===== config.mk =====
export PLATFORM = sky130hd
export DESIGN_NAME = sacf_ram
export DESIGN_NICKNAME = d
export VERILOG_FILES = /design/src/hw/rtl/set_assoc_cache_fifo_sim_top_macros.svh /design/src/hw/rtl/sacf_ram.sv
export SDC_FILE = /design/constraint.sdc
export NUM_CORES = 1
export LEC_CHECK = 0
export BUFFER_PORTS_ARGS = -buffer_cell sky130_fd_sc_hd__buf_4
export CAP_MARGIN = 25
export CORE_UTILIZATION = 35
export DETAILED_ROUTE_END_ITERATION = 8
export PLACE_DENSITY = 0.64
export SLEW_MARGIN = 10
export SYNTH_ARGS = -nofsm -noshare
export SYNTH_HDL_FRONTEND = slang
export SYNTH_SLANG_ARGS = --single-unit

===== constraint.sdc =====
create_clock -name clk -period 1.3 [get_ports clk]
set_input_delay 0.065 -clock clk [delete_from_list [all_inputs] [get_ports clk]]
set_output_delay 0.065 -clock clk [all_outputs]
set_load 0.005 [all_outputs]

===== src/hw/rtl/set_assoc_cache_fifo_sim_top_macros.svh =====
// Assertion macros for the set-associative cache tag block.
// Included by the top level; expects signals clk and rst_n in scope.
`ifndef SET_ASSOC_CACHE_FIFO_SIM_TOP_MACROS_SVH
`define SET_ASSOC_CACHE_FIFO_SIM_TOP_MACROS_SVH

// Same-cycle implication, disabled while in reset.
`define SACF_ASSERT_NOW(label, ante, cons, msg) \
  label: assert property (@(posedge clk) disable iff (!rst_n) (ante) |-> (cons)) \
    else $error(msg);

// Next-cycle implication, disabled while in reset.
`define SACF_ASSERT_NEXT(label, ante, cons, msg) \
  label: assert property (@(posedge clk) disable iff (!rst_n) (ante) |=> (cons)) \
    else $error(msg);

`endif


===== src/hw/rtl/sacf_ram.sv =====
// Generic single-write, single-read synchronous RAM with registered read data.
// No package dependencies; used for the tag rows and the FIFO pointers.
`default_nettype none

module sacf_ram #(
  parameter int WIDTH = 8,
  parameter int DEPTH = 2
) (
  input  wire logic                                     clk,
  input  wire logic                                     we,
  input  wire logic [((DEPTH > 1) ? $clog2(DEPTH) : 1)-1:0] waddr,
  input  wire logic [WIDTH-1:0]                         wdata,
  input  wire logic                                     re,
  input  wire logic [((DEPTH > 1) ? $clog2(DEPTH) : 1)-1:0] raddr,
  output logic      [WIDTH-1:0]                         rdata
);

  logic [WIDTH-1:0] mem [DEPTH];

  always_ff @(posedge clk) begin
    if (we) begin
      mem[waddr] <= wdata;
    end
  end

  // Hold read data between reads; a read beside a write to the same entry returns old data.
  always_ff @(posedge clk) begin
    if (re) begin
      rdata <= mem[raddr];
    end
  end

endmodule

`default_nettype wire


==> metrics.txt <==
Num Clock Sinks=24; met2 Usage GRT=0.1623; Synthesized Nets=48; largest family of logic cells by synthesized area=multiplexers; Initial Util=0.3799; reg2reg start=mem[0][2]$_DFFE_PP_; ys flop type=edfxtp_1; H-Tree Depth=1; Seq cells post-synth=24; DRC errors left=0; count of pins over their slew limit=0; grt ovf=0; largest area contributor in the netlist=edfxtp_1; top-count cell post-synth=edfxtp_1; Tightest Pin Transition=0.3703 ns; fmax=1114 MHz; cell family with most CP delay=flip-flops; Critical Path Sink Type=flip-flop; Synth top area share=0.8336; global-route wire length before repair=1711 um; Place WS=0.4193 ns; GRT Total Usage=0.09464; worst rel slew slack=0.7531; Max IR drop VDD=0.9128 mV; CP max-delay cell=edfxtp_1; syn avg cell area=24.70 um^2; fin cells=94; synthesis-to-finish area growth=32.85%; RSZ-0062 raised after global routing=false; post-CTS setup buffers=0; core area=2276 um^2; xor-xnor portion of the synthesized cell area=0; Root Buffer=clkbuf_4; mux cell area share after synthesis=0.1389; EDFF count, synth=24; critical path arrival=0.97 ns; Leakage=0.4474 nW; largest net degree at the start of global routing=13; GRT met3 Usage=0.01754; Crit path depth=1; synth top area cells=edfxtp_1 (83%), mux2_4 (14%), buf_6 (1.3%); TritonCTS Buffers=3; Final ANT Viol Nets=0; drt first pass iters=3; Cell variety after synth=5; clk slew on worst S/H paths=0.11 ns; layout cells sized above 1=0.4848; CTS tree=yes; clk_skew=0.0007384 ns; routed len/inst=11.31 um; post-CTS sizing=0; # IOs=21; CP endpoint=rdata[2]$_DFFE_PP_; setup ws final=0.4023 ns; final wirelength=1063 um; post-route clock period utilization=0.6905; share of flip-flops with an asynchronous set or reset=0; kind of critical path=flip-flop to flip-flop; DIE WIDTH=51.70 um; worst path bufs/invs=0; worst hold path type=input pin to flip-flop; outcome=finished clean; Final min period=0.8977 ns; fin util=0.5047; Compound-Gate Fraction of Synth Area=0; drt initial violations=6; routed vias=394; max cap viols=0; # nets final=81; Crit path required time=1.37 ns; CTS Buffer Depth=2; PortBufs=20; Synth Area in Simple Gates=0.01447; worst-path maximum fanout=1; Synth warnings=0; gpl congestion=0.6769; Pwr Density=1190 nW/um^2; die area=2673 um^2; vias in the first global route=400; clk_lat worst skew=0.30 ns; # diodes=0; met1 global-route usage=0.1044; antenna violations before repair=0; Synth Instances=35; row cnt=17; Die Y=51.70 um; Synth Area in Adders=0; Setup TNS Final=0 ns; CP max stage delay=0.39 ns; reg2reg end=rdata[2]$_DFFE_PP_; post-DR vias/cell=4.191; Startpoint Class=flip-flop; Placed Cells=83; Setup violations, final=0; Seq/Total Area, Yosys=0.8336; Final Hold Viols=0; GRT Max-Usage Layer=met2; CP Cell Sequence=mux2_4; R2R cell count=1; r2r setup slk=0.40 ns; crit path from=mem[0][2]$_DFFE_PP_; cell area after synthesis=864.6 um^2; most frequent cells after synthesis=edfxtp_1 (24), mux2_4 (8), and2_1 (1), buf_6 (1), nor2b_1 (1)
cell families (layout without fill, tap and decap cells):
| group | after synthesis | in the layout |
|---|---|---|
| AND/OR/NAND/NOR | 2 | 2 |
| multiplexers | 8 | 8 |
| buffers and inverters | 1 | 32 |
| flip-flops | 24 | 24 |
cells in the final DEF (no fill, tap or decap):
cell           instances
edfxtp_1              24
buf_4                 21
mux2_4                 8
dlygate4sd3_1          8
clkbuf_4               3
nor2b_1                1
and2_1                 1
sequential cells by signal (all words and copies together) (netlist names):
signal  cells
mem        16
rdata       8
cell type report:
cell class                      instances  area (um^2)
Fill cell                             186         1127
Sequential cell                        24        720.7
Timing Repair Buffer                   29        237.7
Multi-Input combinational cell         10        132.6
Tap cell                               28        35.03
Clock buffer                            3        22.52
through the flow:
stage               power [mW]  cell area [um^2]  hold WS (ns)
floorplan               0.9975             864.6        0.1639
global placement         1.063              1046        0.2510
detailed placement       1.067              1046        0.2554
CTS                      1.381              1149       0.02138
global route             1.426              1149       0.02711
finish                   1.366              1149       0.02943
timing repair:
action,in CTS,in global routing
hold buffers,8,0
setup endpoints to repair,0,0
hold endpoints to repair,16,0
metal layers:
metal,routed length [um],up-vias
met5,0,-
met4,28,0
met3,70,3
met2,473,24
met1,490,168
li1,-,199
how the worst min path moves through the flow:
stage | endpoint | slack (ns) | from | cells past startpoint
global placement | mem[0][5]$_DFFE_PP_ | 0.25 | wdata[5] | 1
floorplan | mem[0][0]$_DFFE_PP_ | 0.16 | wdata[0] | 0
CTS | rdata[3]$_DFFE_PP_ | 0.02 | re | 1
finish | rdata[3]$_DFFE_PP_ | 0.03 | re | 1
global route | rdata[1]$_DFFE_PP_ | 0.03 | re | 1
detailed placement | mem[0][5]$_DFFE_PP_ | 0.26 | wdata[5] | 1
power breakdown:
group	internal, mW	switching [mW]	leakage (nW)
Sequential	0.913	0.0125	0.228
Clock	0.108	0.193	0.0138
Combinational	0.0951	0.0452	0.205
Total	1.12	0.250	0.447
Note: power is estimated with default switching activity, not from simulation.
